[src/rtl/core/swsc_pkg.sv]
`timescale 1ns / 1ps

package swsc_pkg;

    // Field widths
    localparam int WORD_W   = 32;
    localparam int ACTION_W = 2;
    localparam int KIND_W   = 2;
    localparam int SHIFT_W  = 4;

    // Header masks chosen by bit 0 of the random word
    localparam logic [WORD_W-1:0] HDR_ODD   = 32'hdf3d1b79;
    localparam logic [WORD_W-1:0] HDR_EVEN  = 32'h3ddf791b;
    // Index mixing constant
    localparam logic [WORD_W-1:0] MIX_CONST = 32'hf7fef7fe;
    // Shift pivot
    localparam logic [SHIFT_W-1:0] SHIFT_PIVOT = 4'd3;

    // Configuration register indexes
    typedef enum logic {
        CFG_MODE = 1'b0,
        CFG_SEED = 1'b1
    } t_cfg_idx;

    // Mode values
    typedef enum logic {
        MODE_ENCODE = 1'b0,
        MODE_DECODE = 1'b1
    } t_mode;

    // Input item actions
    typedef enum logic [ACTION_W-1:0] {
        ACT_BEGIN = 2'd0,
        ACT_CHECK = 2'd1,
        ACT_DATA  = 2'd2,
        ACT_END   = 2'd3
    } t_action;

    // Result kinds
    typedef enum logic [KIND_W-1:0] {
        KIND_HEADER = 2'd0,
        KIND_DATA   = 2'd1,
        KIND_SUM    = 2'd2,
        KIND_NONE   = 2'd3
    } t_kind;

    // One result beat
    typedef struct packed {
        logic [WORD_W-1:0] word_out;
        t_kind             kind;
        logic              checksum_ok;
    } t_result;

    // Mask scramble after a data word, by word position
    function automatic logic [WORD_W-1:0] scramble_mask(
        input logic [WORD_W-1:0] mask,
        input logic [WORD_W-1:0] idx
    );
        logic [WORD_W-1:0]  times3;
        logic [WORD_W-1:0]  mixed;
        logic [SHIFT_W-1:0] lsh;
        logic [SHIFT_W-1:0] rsh;
        logic [WORD_W-1:0]  res;
        begin
            // idx * -3 modulo 2^32
            times3 = idx + {idx[WORD_W-2:0], 1'b0};
            mixed  = idx[1] ? (mask ^ (WORD_W'(0) - times3) ^ MIX_CONST) : mask;
            lsh    = SHIFT_PIVOT - idx[SHIFT_W-1:0];
            rsh    = idx[SHIFT_W-1:0] - SHIFT_PIVOT;
            if (idx[2]) begin
                res = (mixed << lsh) | WORD_W'($signed(mixed) >>> rsh);
            end else begin
                res = mixed;
            end
            return res;
        end
    endfunction

endpackage

[src/rtl/core/swsc_in_if.sv]
`timescale 1ns / 1ps

interface swsc_in_if;
    import swsc_pkg::*;

    logic                valid;
    logic                ready;
    logic [ACTION_W-1:0] action;
    logic [WORD_W-1:0]   word;

    modport source (output valid, output action, output word, input ready);
    modport sink   (input valid, input action, input word, output ready);

endinterface

[src/rtl/core/swsc_out_if.sv]
`timescale 1ns / 1ps

interface swsc_out_if;
    import swsc_pkg::*;

    logic              valid;
    logic              ready;
    logic [WORD_W-1:0] word_out;
    logic [KIND_W-1:0] kind;
    logic              checksum_ok;

    modport source (output valid, output word_out, output kind, output checksum_ok,
                    input ready);
    modport sink   (input valid, input word_out, input kind, input checksum_ok,
                    output ready);

endinterface

[src/rtl/core/save_word_stream_cipher.sv]
`timescale 1ns / 1ps

// Channel   Dir  Handshake            Beat contents
// i_item    in   valid/ready          action, word
// o_res     out  valid/ready          word_out, kind, checksum_ok
// cfg       in   i_cfg_we (no ready)  i_cfg_idx, i_cfg_data
//
// One beat in, one beat out; a new item is taken every cycle unless the skid
// register is full. Results load the output register, or the skid if stalled.
// The mask update (3*index add, xor, barrel shift) is the single logic stage
// between the state registers and the mask register.
// A skid register behind the output register keeps i_item.ready registered;
// input stalls only once both hold results.
// Synchronous active-low reset clears config, stream state and both valids.

module save_word_stream_cipher (
    input  logic                      i_clk,
    input  logic                      i_rst_n,
    swsc_in_if.sink                   i_item,
    swsc_out_if.source                o_res,
    input  logic                      i_cfg_we,
    input  logic                      i_cfg_idx,
    input  logic [swsc_pkg::WORD_W-1:0] i_cfg_data
);
    import swsc_pkg::*;

    // Config and stream state
    t_mode             r_mode;
    logic [WORD_W-1:0] r_seed;
    logic [WORD_W-1:0] r_mask, n_mask;
    logic [WORD_W-1:0] r_sum, n_sum;
    logic [WORD_W-1:0] r_exp, n_exp;
    logic [WORD_W-1:0] r_idx, n_idx;

    // Output register and skid
    logic    r_out_v, r_skid_v;
    t_result r_out, r_skid;
    t_result n_res;

    logic in_acc;
    logic out_free;

    assign i_item.ready = !r_skid_v;
    assign in_acc       = i_item.valid && !r_skid_v;
    assign out_free     = !r_out_v || o_res.ready;

    // Per-item processing
    always_comb begin
        logic [WORD_W-1:0] data_x;
        logic [WORD_W-1:0] cipher;
        logic [WORD_W-1:0] nm;
        n_mask = r_mask;
        n_sum  = r_sum;
        n_exp  = r_exp;
        n_idx  = r_idx;
        n_res  = '{word_out: '0, kind: KIND_NONE, checksum_ok: 1'b0};
        data_x = i_item.word ^ r_mask;
        cipher = (r_mode == MODE_ENCODE) ? data_x : i_item.word;
        nm     = cipher ^ r_seed;
        unique case (t_action'(i_item.action))
            ACT_BEGIN: begin
                n_sum = '0;
                n_idx = '0;
                if (r_mode == MODE_ENCODE) begin
                    n_mask = i_item.word ^ (i_item.word[0] ? HDR_ODD : HDR_EVEN);
                    n_res.word_out = n_mask;
                    n_res.kind     = KIND_HEADER;
                end else begin
                    n_mask = i_item.word;
                end
            end
            ACT_CHECK: begin
                n_exp = i_item.word;
            end
            ACT_DATA: begin
                n_sum          = r_sum ^ nm;
                n_mask         = scramble_mask(nm, r_idx);
                n_idx          = r_idx + WORD_W'(1);
                n_res.word_out = data_x;
                n_res.kind     = KIND_DATA;
            end
            ACT_END: begin
                n_res.word_out    = r_sum;
                n_res.kind        = KIND_SUM;
                n_res.checksum_ok = (r_mode == MODE_DECODE) && (r_sum == r_exp);
            end
            default: ;
        endcase
    end

    // Configuration writes
    always_ff @(posedge i_clk) begin
        if (!i_rst_n) begin
            r_mode <= MODE_ENCODE;
            r_seed <= '0;
        end else if (i_cfg_we) begin
            unique case (t_cfg_idx'(i_cfg_idx))
                CFG_MODE: r_mode <= t_mode'(i_cfg_data[0]);
                CFG_SEED: r_seed <= i_cfg_data;
                default: ;
            endcase
        end
    end

    // Stream state update on each accepted beat
    always_ff @(posedge i_clk) begin
        if (!i_rst_n) begin
            r_mask <= '0;
            r_sum  <= '0;
            r_exp  <= '0;
            r_idx  <= '0;
        end else if (in_acc) begin
            r_mask <= n_mask;
            r_sum  <= n_sum;
            r_exp  <= n_exp;
            r_idx  <= n_idx;
        end
    end

    // Output register with skid stage
    always_ff @(posedge i_clk) begin
        if (!i_rst_n) begin
            r_out_v  <= 1'b0;
            r_skid_v <= 1'b0;
        end else if (out_free) begin
            r_out_v  <= r_skid_v || in_acc;
            r_skid_v <= 1'b0;
        end else if (in_acc) begin
            r_skid_v <= 1'b1;
        end
    end

    always_ff @(posedge i_clk) begin
        if (out_free) begin
            r_out <= r_skid_v ? r_skid : n_res;
        end else if (in_acc) begin
            r_skid <= n_res;
        end
    end

    assign o_res.valid       = r_out_v;
    assign o_res.word_out    = r_out.word_out;
    assign o_res.kind        = r_out.kind;
    assign o_res.checksum_ok = r_out.checksum_ok;

    // Checks
    a_skid_behind_out: assert property (@(posedge i_clk) disable iff (!i_rst_n)
        r_skid_v |-> r_out_v)
        else $error("skid holds a result while the output register is empty");

    a_idx_step: assert property (@(posedge i_clk) disable iff (!i_rst_n)
        (in_acc && i_item.action == ACT_DATA) |=> (r_idx == $past(r_idx) + WORD_W'(1)))
        else $error("word index did not advance on a data beat");

    a_begin_clears: assert property (@(posedge i_clk) disable iff (!i_rst_n)
        (in_acc && i_item.action == ACT_BEGIN) |=> (r_sum == '0 && r_idx == '0))
        else $error("begin did not clear checksum and index");

    a_none_blank: assert property (@(posedge i_clk) disable iff (!i_rst_n)
        (r_out_v && r_out.kind == KIND_NONE) |-> (r_out.word_out == '0 && !r_out.checksum_ok))
        else $error("empty result carries data");

endmodule
[src/flat_wrapper.sv]
// flat-port wrapper written by rule: the top's interface ports become plain ports
module save_word_stream_cipher_flat import swsc_pkg::*;
  (i_clk, i_rst_n, i_cfg_we, i_cfg_idx, i_cfg_data, i_item_valid, i_item_action, i_item_word, i_item_ready, o_res_valid, o_res_word_out, o_res_kind, o_res_checksum_ok, o_res_ready);
  swsc_in_if i_item_i ();
  swsc_out_if o_res_i ();
  input  logic i_clk;
  input  logic i_rst_n;
  input  logic i_cfg_we;
  input  logic i_cfg_idx;
  input  logic [swsc_pkg::WORD_W-1:0] i_cfg_data;
  input wire logic [$bits(i_item_i.valid)-1:0] i_item_valid;
  input wire logic [$bits(i_item_i.action)-1:0] i_item_action;
  input wire logic [$bits(i_item_i.word)-1:0] i_item_word;
  output wire logic [$bits(i_item_i.ready)-1:0] i_item_ready;
  output wire logic [$bits(o_res_i.valid)-1:0] o_res_valid;
  output wire logic [$bits(o_res_i.word_out)-1:0] o_res_word_out;
  output wire logic [$bits(o_res_i.kind)-1:0] o_res_kind;
  output wire logic [$bits(o_res_i.checksum_ok)-1:0] o_res_checksum_ok;
  input wire logic [$bits(o_res_i.ready)-1:0] o_res_ready;
  assign i_item_i.valid = i_item_valid;
  assign i_item_i.action = i_item_action;
  assign i_item_i.word = i_item_word;
  assign i_item_ready = i_item_i.ready;
  assign o_res_valid = o_res_i.valid;
  assign o_res_word_out = o_res_i.word_out;
  assign o_res_kind = o_res_i.kind;
  assign o_res_checksum_ok = o_res_i.checksum_ok;
  assign o_res_i.ready = o_res_ready;
  save_word_stream_cipher u_core (.i_clk(i_clk), .i_rst_n(i_rst_n), .i_item(i_item_i), .o_res(o_res_i), .i_cfg_we(i_cfg_we), .i_cfg_idx(i_cfg_idx), .i_cfg_data(i_cfg_data));
endmodule
[config.mk]
export PLATFORM = sky130hd
export DESIGN_NAME = save_word_stream_cipher_flat
export DESIGN_NICKNAME = d
export VERILOG_FILES = /design/src/rtl/core/swsc_pkg.sv /design/src/rtl/core/swsc_in_if.sv /design/src/rtl/core/swsc_out_if.sv /design/src/rtl/core/save_word_stream_cipher.sv /design/src/flat_wrapper.sv
export SDC_FILE = /design/constraint.sdc
export NUM_CORES = 1
export LEC_CHECK = 0
export BUFFER_PORTS_ARGS = -buffer_cell sky130_fd_sc_hd__buf_2
export CAP_MARGIN = 0
export CORE_MARGIN = 3
export CORE_UTILIZATION = 35
export CTS_CLUSTER_DIAMETER = 100
export DETAILED_ROUTE_END_ITERATION = 6
export HOLD_SLACK_MARGIN = 0.02
export PLACE_DENSITY = 0.52
export SETUP_SLACK_MARGIN = 0.02
export SYNTH_ARGS = -nofsm -noshare
export SYNTH_HDL_FRONTEND = slang
export SYNTH_SLANG_ARGS = --single-unit
[constraint.sdc]
create_clock -name i_clk -period 9.2 [get_ports i_clk]
set_clock_uncertainty 0.2 [all_clocks]
set_input_delay 0.46 -clock i_clk [delete_from_list [all_inputs] [get_ports i_clk]]
set_output_delay 0.46 -clock i_clk [all_outputs]
set_load 0.01 [all_outputs]
==> results of run 1 <==
==> logic make-up after synthesis <==
logic type / count (synthesis) / synth area share, %
simple gates: 829 / 20.00
compound gates: 678 / 22.80
buf+inv: 251 / 4.983
xor+xnor: 250 / 11.95
flops: 233 / 27.78
fa+ha+maj: 104 / 6.739
mux: 94 / 5.747
==> metal layers <==
metal / track usage, % / vias up / wire, um
li1: - / 8946 / -
met1: 38.15 / 9274 / 36530
met2: 44.29 / 697 / 37020
met3: 3.360 / 130 / 5285
met4: 9.850 / 0 / 3166
met5: 0 / - / 0
==> per-stage QoR <==
stage | hold WS, ns | utilization (%) | setup WS (ns) | cells
final | 0.09554 | 40.71 | 2.921 | 3234
after global routing | 0.1260 | 40.70 | 2.492 | 3232
after CTS | 0.05943 | 40.70 | 3.042 | 3232
after detailed placement | 0.2597 | 37.71 | 3.069 | 3112
after global placement | 0.2527 | 37.71 | 3.155 | 3112
after floorplan | 0.2478 | - | 4.160 | 2439
==> timing repair <==
action	CTS	global route
endpoints found under the hold margin	66	0
buffers inserted	0	0
gates resized for setup	0	0
hold buffers	65	0
==> power breakdown <==
group | switching (W) | total, W | leakage [nW] | internal, W
clock | 0.000514 | 0.00120 | 0.478 | 0.000681
sequential | 0.0000395 | 0.00116 | 2.04 | 0.00112
combinational | 0.000504 | 0.000785 | 6.34 | 0.000281
==> worst reg2reg max path, delay by kind of cell, from the launching register on <==
kind,cells,cell delay [ns]
AOI/OAI and AO/OA,8,3.08
DFF,1,0.81
buffers and inverters,2,0.80
adders and majority gates,2,0.77
and+or+nand+nor,2,0.47
==> state kept, by name (all words and copies together), names as in the netlist <==
name,cells
u_core.r_skid,35
u_core.r_mode,1
u_core.o_res.checksum_ok,1
u_core.o_res.valid,1
u_core.r_skid_v,1
u_core.o_res.kind,2
u_core.o_res.word_out,32
u_core.r_mask,32
u_core.r_idx,32
u_core.r_sum,32
u_core.r_exp,32
u_core.r_seed,32
==> final cells by class <==
type | count | area share, %
diodes | 2 | 0.02266
clock buffers | 33 | 3.451
clock inverters | 22 | 0.9576
inverters | 74 | 1.258
multi-input cells | 1955 | 59.09
flip-flops and latches | 233 | 24.32
well taps | 696 | 3.944
repair buffers | 219 | 6.958
==> cell usage in the layout, fill, tap and decap left out, types with 53 or more instances in the layout <==
master / instances
a21oi_1: 218
buf_2: 108
dfxtp_1: 160
dlygate4sd3_1: 65
edfxtp_1: 70
ha_1: 104
inv_1: 66
nand2_1: 327
nand3_1: 57
nor2_1: 182
nor3_1: 53
o21ai_0: 135
xnor2_1: 153
xor2_1: 86
==> path summary, 6_finish.rpt <==
path	end	slack, ns	cells past startpoint
min reg2reg	u_core.r_exp[23]	0.26	2
min	u_core.r_seed[15]	0.1	4
max reg2reg	u_core.r_mask[25]	2.92	14
max	u_core.r_mask[25]	2.92	14
==> flow_metrics.tcl, run 1 <==
set metrics [dict create \
    status "completed" \
    yosysMostFrequentCell "nand2_1" \
    ys_ff_latch 233 \
    rsz0062_at_grt "no" \
    crit_arrival_ns 6.55 \
    final.setup.tns_ns 0 \
    worst_slew_pin_slew_ns 1.291 \
    antenna_left 0 \
    p_leak_nw 8.860 \
    yosysWarningCount 0 \
    gp_congestion 0.9369 \
    wl_per_cell_um 25.36 \
    ys.flop_type "dfxtp_1" \
    final_area_um2 22080 \
    die_w_um 240.9 \
    syn_nets 2615 \
    startpoint_type "flip-flop" \
    synth.avg_cell_area_um2 7.917 \
    yosysUniqueCellTypes 91 \
    syn_inst 2439 \
    drive_gt1_share_pct 11.47 \
    drc_errors 0 \
    maxSlewViolCount 0 \
    hold_class "in -> reg" \
    cts-root-buf "clkbuf_16" \
    synth-edff-count 70 \
    max_freq_ghz 0.1593 \
    ir_drop_uv 147.9 \
    cts_made_buffers 30 \
    crit-reg2reg-launch "u_core.r_idx[3]" \
    totalWireLength_um 82000 \
    area_growth_pct 14.36 \
    synth_top_cell_area_share_pct 16.90 \
    viasPerCell 5.890 \
    cpPeakStageDelay_ns 0.81 \
    first_pass_iters 6 \
    clkSinkCount 233 \
    cp_slowest_cell "dfxtp_1" \
    via_count 19050 \
    max_cap_viol_count 0 \
    hold_viol_final 0 \
    holdCritStartpoint "i_cfg_we" \
    synth_top_cell_by_area "dfxtp_1" \
    die_y_um 240.9 \
    synth_top_cells_by_area "dfxtp_1, edfxtp_1, xnor2_1" \
    antenna_found_initial 1 \
    relSlewSlack_pct 13.73 \
    drt_iter0_drc 1718 \
    tritoncts "yes" \
    grt_pass1_vias 18130 \
    place_area_um2 20450 \
    htreeDepth 1 \
    synth_common_cells "nand2_1, a21oi_1, nor2_1" \
    finalPower_w 0.003138 \
    finalCritPeriodShare_pct 68.25 \
    crit_top_cell "ha_1" \
    track_usage_pct 27.56 \
    yosysSeqAreaShare_pct 27.78 \
    report.final.setup_viol 0 \
    die-area_um2 58030 \
    crit_path_max_fanout 39 \
    critical_path_required_ns 9.48 \
    async_reset_ff_share_pct 0 \
    power-per-cell-area_nw_per_um2 142.1 \
    fillers 5572 \
    hpwl_um 61260 \
    cts_max_path_buffers 3 \
    grt_pass1_wl_um 120300 \
    grt_max_degree 71 \
    core_area_um2 54240 \
    startpoint "u_core.r_idx[3]" \
    port-buffer-count 108 \
    rows 85 \
    netlist_area_um2 19310 \
    start_util_pct 35.60 \
    multiInputGateArea_um2 13050 \
    crit_type "reg -> reg" \
    fin_nets 2689 \
    io_pins 109 \
    seq_area_um2 5371 \
    path_cells "inv_2 -> ha_1 -> buf_4 -> ha_1 -> a21oi_1 -> a2bb2oi_1 -> a21boi_0 -> nor2_1 -> nor4_1 -> o31ai_1 -> a32oi_1 -> o221ai_1 -> a211oi_1 -> o41a_1" \
    crit_family "compound AO/OA/AOI/OAI gates" \
    grt-ovfl-total 0 \
    cts.clk_slew.worst_paths_ns 0.07 \
    path_buf_inv 2 \
    fin_crit_ns 6.279 \
    worst_setup_path_end_kind "flip-flop" \
    clk_latency_ns 0.63 \
]
Power figures use the tool's default switching activity.
==> run 2, diff against run 1 <==
- clock period: 9.2 -> 6.3 ns (I/O delays scaled with it)
==> flow_metrics.tcl, run 2 (same netlist as run 1, synthesis figures left out) <==
set metrics [dict create \
    status "completed" \
    fin_nets 2700 \
    final.setup.tns_ns 0 \
    max_cap_viol_count 0 \
    fin_crit_ns 5.398 \
    clk_latency_ns 0.61 \
    cp_slowest_cell "o311ai_0" \
    hold_viol_final 0 \
    viasPerCell 5.958 \
    cpPeakStageDelay_ns 0.70 \
    post-place-ws_ns 1.034 \
    power-per-cell-area_nw_per_um2 207.4 \
    finalCritPeriodShare_pct 85.68 \
    mostFrequentLayoutCell "nand2_1" \
    die-area_um2 58030 \
    grtUsageMet1_pct 38.76 \
    report.final.setup_viol 0 \
    top_usage_layer "met2" \
    rows 85 \
    drc_errors 0 \
    max_freq_ghz 0.1853 \
    hpwl_um 60880 \
    hold_class "in -> reg" \
    grt_pass1_wl_um 120600 \
    die_y_um 240.9 \
    maxSlewViolCount 0 \
    grt-ovfl-total 0 \
    clkSinkCount 233 \
    first_pass_iters 5 \
    totalWireLength_um 80840 \
    port-buffer-count 108 \
    core_area_um2 54240 \
    crit_arrival_ns 5.65 \
    p_comb_share_pct 24.9 \
    drive_gt1_share_pct 11.86 \
    switching_share_pct 33.49 \
    startpoint_type "flip-flop" \
    gp_congestion 1.024 \
    drt_iter0_drc 1712 \
    power_frac_clock_pct 38.2 \
    crit_path_max_fanout 24 \
    cts_max_path_buffers 3 \
    share_seq_of_total_power_pct 36.8 \
    relSlewSlack_pct 21.74 \
    critical_path_required_ns 6.55 \
    worst_setup_path_end_kind "flip-flop" \
    tritoncts "yes" \
    area_growth_pct 14.87 \
    antenna_found_initial 0 \
    worst_slew_pin_slew_ns 1.171 \
    antenna_left 0 \
    cts.clk_slew.worst_paths_ns 0.07 \
    layout_setup_ws_ns 0.9024 \
    grt_max_degree 82 \
    largest_reg_flops 35 \
    rsz0062_at_grt "no" \
    ir_drop_uv 184.4 \
    crit_family "compound AO/OA/AOI/OAI gates" \
    seq_area_um2 5371 \
    die_w_um 240.9 \
    holdWs_ns 0.09782 \
    io_pins 109 \
    p_leak_nw 8.914 \
    path_cells "ha_1 -> buf_4 -> inv_1 -> ha_1 -> a21oi_1 -> o22ai_1 -> o211ai_1 -> a31oi_1 -> nor3_1 -> xor2_1 -> inv_1 -> o221a_2 -> o311ai_0 -> o22ai_1" \
    fillers 5602 \
    htreeDepth 1 \
    start_util_pct 35.60 \
    track_usage_pct 27.26 \
    multiInputGateArea_um2 13050 \
    cts-root-buf "clkbuf_16" \
    use_met2_pct 43.97 \
    crit_type "reg -> reg" \
    final_cell_mix "nand2_1, a21oi_1, nor2_1" \
    regMostFlops "u_core.r_skid" \
    wl_per_cell_um 24.93 \
    grt_pass1_vias 18480 \
    cts_made_buffers 30 \
    p_int_w 0.003060 \
    met3_usage_pct 2.651 \
    switching_power_w 0.001541 \
    path_buf_inv 3 \
    diodes 0 \
    via_count 19320 \
]
==> run 2: changes by cell type in the layout (fill, tap and decap cells not counted), sizes merged <==
cell | previous run | this run
clkinvlp | 1 | 3
clkinv | 22 | 17
inv | 70 | 71
dlygate4sd3 | 65 | 67
diode | 2 | 0
buf | 154 | 163
clkbuf | 33 | 35
==> run 2: final timing paths <==
kind / from / end / slack [ns] / cells past startpoint
max: u_core.r_idx[1] / u_core.r_mask[2] / 0.90 / 14
min: i_rst_n / u_core.r_mask[6] / 0.1 / 4
max reg2reg: u_core.r_idx[1] / u_core.r_mask[2] / 0.90 / 14
min reg2reg: u_core.r_exp[9] / u_core.r_exp[9] / 0.27 / 2
==> run 2: timing repair <==
| item | 4_1_cts | 5_1_grt |
|---|---|---|
| resized for setup | 0 | 0 |
| hold buffers | 67 | 0 |
| buffers inserted | 0 | 0 |
| endpoints found under the hold margin | 68 | 0 |
==> run 2: power by group through the flow <==
stage,Combinational [W],Clock (W),Sequential (W)
floorplan,0.000649,0,0.00172
global placement,0.00110,0,0.00172
detailed placement,0.00109,0,0.00173
CTS,0.00113,0.00180,0.00169
global route,0.00122,0.00185,0.00170
finish,0.00115,0.00176,0.00169
==> run 2: stage by stage <==
step	instance area, um2	std cells	power (W)	utilization (%)
floorplan	19310	2439	0.002370	-
global placement	20520	3121	0.002819	37.83
detailed placement	20520	3121	0.002818	37.83
CTS	22180	3243	0.004620	40.89
global route	22180	3243	0.004773	40.89
finish	22180	3243	0.004601	40.89
==> run 2: worst register-to-register path, delay by kind of cell (launching register included) <==
family / cells / cell delay [ns]
compound gates: 7 / 2.70
xor+xnor: 1 / 0.56
fa+ha+maj: 2 / 0.44
buf+inv: 3 / 0.57
flops: 1 / 0.52
simple gates: 1 / 0.23
==> run 2: metal layers <==
metal	wire, um	vias to the layer above
li1	-	8964
met1	37060	9576
met2	36790	661
met3	4587	121
met4	2405	0
met5	0	-
==> run 2: cell type report <==
class	count	share of cell area [%]
Tap cell	696	3.926
Inverter	74	1.252
Clock buffer	35	3.514
Sequential cell	233	24.22
Multi-Input combinational cell	1955	58.82
Clock inverter	20	0.9477
Timing Repair Buffer	230	7.322
